File: src/rtl/krt_pkg.sv
// ----------------------------------------------------------------------------
// krt_pkg
// shared types and constants of the keyed record table
// ----------------------------------------------------------------------------
package krt_pkg;

  localparam int unsigned DEFAULT_TABLE_DEPTH = 64;

  localparam int unsigned KEY_W = 32;
  localparam int unsigned QTY_W = 32;
  localparam int unsigned TAG_W = 64;
  localparam int unsigned REC_W = QTY_W + TAG_W;

  typedef enum logic [1:0] {
    REQ_INSERT = 2'd0,
    REQ_LOOKUP = 2'd1,
    REQ_UPDATE = 2'd2,
    REQ_DELETE = 2'd3
  } req_e;

  typedef enum logic [1:0] {
    ST_OK        = 2'd0,
    ST_DUP       = 2'd1,
    ST_NOT_FOUND = 2'd2,
    ST_FULL      = 2'd3
  } status_e;

  // controller to datapath
  typedef struct packed {
    logic clear_wr;   // clear valid flag of slot at scan address
    logic scan_rd;    // read slot at scan address for compare
    logic req_load;   // capture request fields, reset search results
    logic commit;     // write back the table change
    logic rsp_load;   // load result into output register
  } krt_cmd_t;

  // datapath to controller
  typedef struct packed {
    logic addr_last;  // scan address is on the last slot
    logic rsp_free;   // output register can take a result this cycle
  } krt_stat_t;

endpackage

File: src/rtl/krt_ctrl.sv
// ----------------------------------------------------------------------------
// krt_ctrl
// sequencer: clearing pass, slot scan, write-back and result hand-off
// ----------------------------------------------------------------------------
module krt_ctrl import krt_pkg::*; (
  input  logic      clk_i,
  input  logic      rst_ni,
  input  logic      req_valid_i,
  output logic      req_ready_o,
  input  krt_stat_t stat_i,
  output krt_cmd_t  cmd_o
);

  typedef enum logic [5:0] {
    S_CLEAR  = 6'b000001,
    S_IDLE   = 6'b000010,
    S_SCAN   = 6'b000100,
    S_LAST   = 6'b001000,
    S_COMMIT = 6'b010000,
    S_RESP   = 6'b100000
  } state_e;

  state_e state_q, state_d;

  always_comb begin
    state_d = state_q;
    cmd_o   = '0;
    unique case (state_q)
      S_CLEAR: begin
        cmd_o.clear_wr = 1'b1;
        if (stat_i.addr_last) state_d = S_IDLE;
      end
      S_IDLE: begin
        if (req_valid_i) begin
          cmd_o.req_load = 1'b1;
          state_d        = S_SCAN;
        end
      end
      S_SCAN: begin
        cmd_o.scan_rd = 1'b1;
        if (stat_i.addr_last) state_d = S_LAST;
      end
      // compare of the last slot happens here
      S_LAST: state_d = S_COMMIT;
      S_COMMIT: begin
        cmd_o.commit = 1'b1;
        state_d      = S_RESP;
      end
      S_RESP: begin
        if (stat_i.rsp_free) begin
          cmd_o.rsp_load = 1'b1;
          state_d        = S_IDLE;
        end
      end
      default: state_d = S_CLEAR;
    endcase
  end

  assign req_ready_o = (state_q == S_IDLE);

  always_ff @(posedge clk_i or negedge rst_ni) begin
    if (!rst_ni) begin
      state_q <= S_CLEAR;
    end else begin
      state_q <= state_d;
    end
  end

endmodule

File: config.mk
export PLATFORM = sky130hd
export DESIGN_NAME = krt_ctrl
export DESIGN_NICKNAME = d
export VERILOG_FILES = /design/src/rtl/krt_pkg.sv /design/src/rtl/krt_ctrl.sv
export SDC_FILE = /design/constraint.sdc
export NUM_CORES = 1
export LEC_CHECK = 0
export BUFFER_PORTS_ARGS = -buffer_cell sky130_fd_sc_hd__buf_2
export CAP_MARGIN = 20
export CORE_AREA = 3 3 40 42
export DETAILED_ROUTE_END_ITERATION = 6
export DIE_AREA = 0 0 43 45
export GPL_ROUTABILITY_DRIVEN = 0
export HOLD_SLACK_MARGIN = 0.05
export MAX_ROUTING_LAYER = met4
export PLACE_DENSITY = 0.49
export SLEW_MARGIN = 20
export SYNTH_ARGS = -nofsm -noshare
export SYNTH_HDL_FRONTEND = slang
export SYNTH_SLANG_ARGS = --single-unit
File: constraint.sdc
create_clock -name clk_i -period 4.5 [get_ports clk_i]
set_clock_uncertainty 0.1 [all_clocks]
set_input_delay 0 -clock clk_i [delete_from_list [all_inputs] [get_ports clk_i]]
set_output_delay 0 -clock clk_i [all_outputs]
set_load 0.005 [all_outputs]
==> results of run 1 <==
placed cells by master (no fill, tap or decap):
cell type / n
buf_2: 10
nor2_1: 6
dlygate4sd3_1: 5
dfrtp_1: 5
nand2_1: 4
clkbuf_4: 3
nand2b_1: 2
inv_1: 2
nor2b_1: 2
nor3_1: 2
o21ai_0: 2
nor3b_1: 1
nand4b_1: 1
and3_1: 1
and2_1: 1
and4b_1: 1
or4_4: 1
xnor2_1: 1
o21bai_1: 1
or2b_1: 1
mux2_2: 1
o32ai_1: 1
a21o_1: 1
a21oi_1: 1
nor4b_1: 1
o21ai_1: 1
a21boi_2: 1
o31ai_1: 1
clkbuf_1: 1
dfstp_2: 1
metal layers:
metal	vias up	global-route usage
met5	-	-
met4	0	0.0542
met3	0	0.0159
met2	10	0.159
met1	164	0.150
li1	191	-
layout make-up:
type	instances	area [sq um]	share of cell area
Clock buffer	4	26.3	0.0500
Inverter	2	7.51	0.0143
Multi-Input combinational cell	35	221	0.421
Sequential cell	6	151	0.288
Tap cell	15	18.8	0.0357
Timing Repair Buffer	15	100	0.190
worst max-delay path, stage by stage, from the launching register on:
cell     delay, ns
dfrtp_1       0.44
or4_4         0.54
nor3_1        0.27
o32ai_1       0.12
where the power goes:
group	internal, mW	total (mW)	switching [mW]
logic	0.0625	0.113	0.0503
clock network	0.0337	0.0543	0.0207
registers	0.0708	0.0932	0.0224
total	0.167	0.260	0.0934
path summary, 6_finish.rpt:
kind / to / startpoint / cells after the start
worst max-delay path: state_q[1] / state_q[5] / 3
worst min-delay path: state_q[0] / rst_ni / 2
worst max register to register: state_q[1] / state_q[5] / 3
worst min register to register: state_q[0] / state_q[3] / 2
max in group asynchronous: state_q[3] / rst_ni / 3
min in group clk_i: state_q[1] / req_valid_i / 3
kinds of logic after synthesis:
kind of cell / Yosys count / synth area share
DFF: 6 / 0.388
and+or+nand+nor: 24 / 0.356
muxes: 1 / 0.0288
buffers and inverters: 4 / 0.0449
AOI/OAI and AO/OA: 9 / 0.160
xor gates and xnor gates: 1 / 0.0224
==> flow_summary.ini, run 1 <==
[status]
status = completed

[clocking]
clock_path_buffers = 2
worstSkewPairLatency_ns = 0.24
clk_pin_slew_worst_paths_ns = 0.05
post-cts-setup-buffers = 0
htreeDepth = 1
cts_inserted_buffers = 3
tritoncts = built
cts.root.buffer_cell = clkbuf_4
hold_buffers = 5
ctsResizeCount = 0
cts.sinks = 6

[global_routing]
grt_use_total = 0.110
overflow = 0
grt_max_degree = 9
grt_antenna_before_repair = 0
grt_pass1_wl_microns = 1550
grt_pass1_vias = 362

[timing]
hold_violations = 0
worst_slew_pin_slew_ns = 0.279
slew_headroom = 0.811
fin_hold_ws_ns = 0.136
setup_tns_ns = 0
report.final.slew_viol_count = 0
finalCriticalPeriod_ns = 1.60
period_share = 0.355
fmax_mhz = 626
rsz0062_at_grt = false
setup_violations = 0
timing.final.ws_setup_ns = 2.90

[synthesis]
ys_ff_latch = 6
netlist.area_leader.share = 0.321
syn_nets = 50
yosys.area.top_type = dfrtp_1
synth_edf_count = 0
yosysMostFrequentCell = nor2_1
avgSynthCellArea_sq_um = 8.67
synth_area_leaders = dfrtp_1, dfstp_2, nor2_1
yosysWarningCount = 0
ys.flop_type = dfrtp_1
async_flop_share = 1.00
synth_seq_area_share = 0.388
synthDistinctLibCells = 27
postSynthCellCount = 45
syn-cell-area_sq_um = 390
synthTopCellsByCount = nor2_1, dfrtp_1, nand2_1

[floorplanning]
initial_core_util = 0.304
num_rows = 13
die_x_microns = 43
die_area_sq_um = 1940
coreArea_sq_um = 1280
pin_count = 11
chipHeight_microns = 45

[routing]
drc = 0
post_drt_wl_per_cell_microns = 10.9
met1_length_microns = 417
drt-initial-drc-count = 5
met2_length_microns = 375
maxUsedRoutingLayer = met3
wl_met3_microns = 49
drt_pass1_iterations = 4
vias = 365
drt-vias-per-instance = 4.74
wirelength_microns = 841
ant_nets = 0

[power]
p_leak_nw = 0.255
finalPower_mw = 0.260
power_density_nw_per_um2 = 495
ir_drop_mv = 0.267

[place]
dp_hpwl_microns = 649
dpl.cell_count = 68
io_buffers = 10
dpl-instance-area_sq_um = 449
pre_cts_ws_ns = 2.92

[layout]
finalNonFillerCells = 77
post-route-util = 0.409
nNetsFinal = 68
top_register = state_q
syn_to_final_growth_pct = 34.6
top_regs = state_q: 6 flops
final_area_sq_um = 526
num_antenna_cells = 0
fillers = 134
largest_reg_flops = 6
drive_above_1_share = 0.274

[hold_path]
hold_path_class = primary input to asynchronous set/reset pin

[setup_path]
worst-endpoint-arrival_ns = 1.62
cp-start-kind = flip-flop
worst_ep_required_time_ns = 4.52
crit_path_max_fanout = 8
critPathKind = flip-flop to flip-flop
reg2reg_slack_ns = 2.90
end_kind = flip-flop

[flow_run]
max-cap-violations = 0
No activity file was read; power rests on OpenSTA's default activity.
==> run 2: changes to the inputs <==
- clock period: 4.5 -> 1.65 ns (I/O delays scaled with it)
==> flow_summary.ini, run 2 (synthesis results as in run 1) <==
[setup_path]
end_kind = output pin
r2r_end = state_q[1]
path_cells = buf_4 > nor2_2 > and3_1 > and2_1 > buf_2
worst_ep_required_time_ns = 1.55
reg2reg_slack_ns = 0.11
cp_slowest_cell = dfrtp_1
cp_slowest_stage_delay_ns = 0.39
cp-start-kind = flip-flop
critPathLaunch = state_q[5]
reg2reg_from = state_q[1]
cp-endpoint = cmd_o[2]
critPathKind = flip-flop to output pin
worst-r2r-cell-count = 3
worst-endpoint-arrival_ns = 1.47
crit_path_max_fanout = 7

[floorplanning]
coreArea_sq_um = 1280
num_rows = 13
die_area_sq_um = 1940
initial_core_util = 0.304
chipHeight_microns = 45
die_x_microns = 43
pin_count = 11

[power]
p_switching_mw = 0.258
intPower_mw = 0.465
clkPwrFrac = 0.207
p_leak_nw = 0.273
ir_drop_mv = 0.756
pwr-share-comb = 0.460
power_density_nw_per_um2 = 1310
finalPower_mw = 0.724
sequentialPowerShare = 0.332
swShare = 0.357

[timing]
worst_slew_pin_slew_ns = 0.272
hold_violations = 0
period_share = 0.950
report.final.slew_viol_count = 0
slew_headroom = 0.816
rsz0062_at_grt = false
fmax_mhz = 638
timing.final.ws_setup_ns = 0.0824
setup_violations = 0
setup_tns_ns = 0
fin_hold_ws_ns = 0.121
finalCriticalPeriod_ns = 1.57

[layout]
top_regs = state_q: 6 flops
nNetsFinal = 71
largest_reg_flops = 6
multi_input_area_sq_um = 224
drive_above_1_share = 0.323
finalNonFillerCells = 80
num_antenna_cells = 0
final_common_cell = buf_2
top_register = state_q
fillers = 128
syn_to_final_growth_pct = 41.0
layout_common_cells = buf_2, nor2_1, dlygate4sd3_1, dfrtp_1, nand2_1
seqCellArea_sq_um = 151

[global_routing]
grt_pass1_wl_microns = 1410
grt_antenna_before_repair = 0
grt_pass1_vias = 324
grt_max_degree = 9
grt_use_total = 0.108
overflow = 0

[hold_path]
hold_path_class = primary input to asynchronous set/reset pin

[clocking]
worstSkewPairLatency_ns = 0.25
cts.root.buffer_cell = clkbuf_4
clock_path_buffers = 2
tritoncts = built
cts.sinks = 6
cts_inserted_buffers = 3
post-cts-setup-buffers = 0
clk_pin_slew_worst_paths_ns = 0.05
htreeDepth = 1

[routing]
drt-initial-drc-count = 6
post_drt_wl_per_cell_microns = 11.4
wirelength_microns = 913
drt_pass1_iterations = 3
vias = 372
drt-vias-per-instance = 4.65
drc = 0
ant_nets = 0

[place]
dpl.cell_count = 71
io_buffers = 10
dp_hpwl_microns = 656
pre_cts_ws_ns = 0.106

[status]
status = completed

[flow_run]
max-cap-violations = 0
==> run 2: cell count changes in the layout (fill, tap and decap cells not counted) <==
cell    delta
buf_4      +3
nor2_1     -1
nor2_2     +1
==> run 2: per-stage QoR <==
step            util  area, sq um
3_3_place_gp   0.367          472
5_1_grt        0.428          551
2_1_floorplan      -          390
6_report       0.428          551
4_1_cts        0.426          548
3_5_place_dp   0.367          472
==> run 2: power by group through the flow <==
stage | Sequential, mW | Clock [mW] | Combinational [mW]
finish | 0.241 | 0.150 | 0.333
global route | 0.246 | 0.177 | 0.371
CTS | 0.240 | 0.154 | 0.335
detailed placement | 0.240 | 0 | 0.325
global placement | 0.244 | 0 | 0.329
floorplan | 0.209 | 0 | 0.275
==> run 2: worst min path at each step <==
stage	startpoint	endpoint	cells past startpoint
3_5_place_dp	rst_ni	state_q[4]	1
5_1_grt	rst_ni	state_q[0]	2
3_3_place_gp	rst_ni	state_q[4]	1
4_1_cts	rst_ni	state_q[0]	2
6_report	rst_ni	state_q[0]	2
2_1_floorplan	rst_ni	state_q[1]	0
==> run 2: critical path, delay by kind of cell (launching register included) <==
kind | cells | cell delay [ns]
AND/OR/NAND/NOR | 3 | 0.56
flip-flops | 1 | 0.39
buffers and inverters | 2 | 0.28
==> run 2: what timing repair did <==
item / in CTS / in global routing
endpoints found under the hold margin: 10 / 0
resized for setup: 0 / 1
hold buffers: 5 / 0
setup endpoints to repair: 0 / 1
==> run 2: per-layer routing <==
layer  global-route usage  up-vias  part of all wire
met4               0.0181        0            0.0055
met2                0.162       11              0.42
met5                    -        -                 0
met3               0.0717        2             0.073
met1                0.124      161              0.50
li1                     -      198                 -
==> run 2: area by class of cell <==
cell class | count | area share
flip-flops and latches | 6 | 0.275
clock buffers | 4 | 0.0477
multi-input cells | 35 | 0.407
repair buffers | 18 | 0.223
inverters | 2 | 0.0136
well taps | 15 | 0.0341
==> run 3: changes to the inputs <==
- BUFFER_PORTS_ARGS: -buffer_cell sky130_fd_sc_hd__buf_2 -> default
- CELL_PAD_IN_SITES_DETAIL_PLACEMENT: default -> 2
- CELL_PAD_IN_SITES_GLOBAL_PLACEMENT: default -> 2
- CTS_CLUSTER_SIZE: default -> 25
- DONT_BUFFER_PORTS: default -> 1
- PLACE_DENSITY: 0.49 -> 0.64
==> flow_summary.ini, run 3 (synthesis results as in run 1) <==
[floorplanning]
die_area_sq_um = 1940
num_rows = 13
chipHeight_microns = 45
coreArea_sq_um = 1280
initial_core_util = 0.304
die_x_microns = 43
pin_count = 11

[timing]
rsz0062_at_grt = false
setup_violations = 0
period_share = 0.944
worst_slew_pin_slew_ns = 0.322
hold_violations = 0
slew_headroom = 0.785
report.final.slew_viol_count = 0
fmax_mhz = 642
setup_tns_ns = 0
finalCriticalPeriod_ns = 1.56

[place]
io_buffers = 0
dpl-instance-area_sq_um = 437
dp_hpwl_microns = 965

[layout]
layout_common_cells = nor2_1, dlygate4sd3_1, buf_4, dfrtp_1, nand2_1
final_common_cell = nor2_1
post-route-util = 0.403
drive_above_1_share = 0.228
final_area_sq_um = 518
num_antenna_cells = 0
top_regs = state_q: 6 flops
largest_reg_flops = 6
syn_to_final_growth_pct = 32.7
nNetsFinal = 63
top_register = state_q

[clocking]
cts_inserted_buffers = 3
worstSkewPairLatency_ns = 0.25
tritoncts = built
htreeDepth = 1
clk_pin_slew_worst_paths_ns = 0.06
cts.root.buffer_cell = clkbuf_4
clock_path_buffers = 2
cts.sinks = 6

[status]
status = completed

[flow_run]
max-cap-violations = 0

[power]
finalPower_mw = 0.754
power_density_nw_per_um2 = 1460
ir_drop_mv = 0.494
p_leak_nw = 0.235

[global_routing]
grt_pass1_vias = 452
grt_max_degree = 9
grt_pass1_wl_microns = 2190
grt_antenna_before_repair = 0
overflow = 0
grt_use_total = 0.168

[hold_path]
holdPathStages = 2
hold_path_class = primary input to flip-flop
hp-start = req_valid_i
holdPathEnd = state_q[1]

[setup_path]
critPathKind = flip-flop to flip-flop
worst_ep_required_time_ns = 1.73
worst-r2r-cell-count = 4
end_kind = flip-flop
reg2reg_from = state_q[1]
reg2reg_slack_ns = 0.09
cp-start-kind = flip-flop
r2r_end = state_q[0]
crit_path_max_fanout = 5
worst-endpoint-arrival_ns = 1.64

[routing]
ant_nets = 0
wirelength_microns = 1320
vias = 384
post_drt_wl_per_cell_microns = 18.3
drt_pass1_iterations = 2
drt-vias-per-instance = 5.33
drc = 0
drt-initial-drc-count = 1
## run 3: per-stage QoR
stage	std cells	hold slack (ns)	setup slack [ns]
final	72	0.302	0.0929
after global routing	72	0.339	0.0194
after CTS	72	0.293	0.0691
after detailed placement	63	-0.395	0.0875
after global placement	63	-0.395	0.138
after floorplan	45	-0.396	0.167
## run 3: how the worst max path moves through the flow
stage | start | to | slack (ns)
floorplan | state_q[5] | state_q[1] | 0.17
detailed placement | state_q[1] | state_q[1] | 0.09
global route | state_q[1] | state_q[0] | 0.02
finish | state_q[1] | state_q[0] | 0.09
global placement | state_q[1] | state_q[1] | 0.14
CTS | state_q[1] | state_q[1] | 0.07
## run 3: worst max-delay path: stages (launching register included)
cell	delay [ns]
dfrtp_1	0.41
or4_4	0.56
o21ai_1	0.16
a21boi_2	0.17
o31ai_1	0.07
## run 3: repair_timing
item                                    4_1_cts  5_1_grt
hold buffers                                  5        0
setup buffers                                 0        0
gates resized for setup                       0        1
endpoints found under the hold margin        13        0
endpoints found under the setup margin        0        1
## run 3: cell type report
class | count | area (sq um)
Fill cell | 149 | 767
Multi-Input combinational cell | 35 | 226
Sequential cell | 6 | 151
Timing Repair Buffer | 10 | 87.6
Clock buffer | 4 | 26.3
Tap cell | 15 | 18.8
Inverter | 2 | 7.51
## run 3: report_power, final
group / internal (mW) / switching [mW]
clock network: 0.0928 / 0.0703
registers: 0.193 / 0.0556
logic: 0.170 / 0.172
## run 3: metal layers
layer	up-vias	track usage	part of all wire
li1	179	-	-
met1	188	0.167	0.40
met2	13	0.302	0.52
met3	4	0.0438	0.051
met4	0	0.0904	0.030
met5	-	-	0
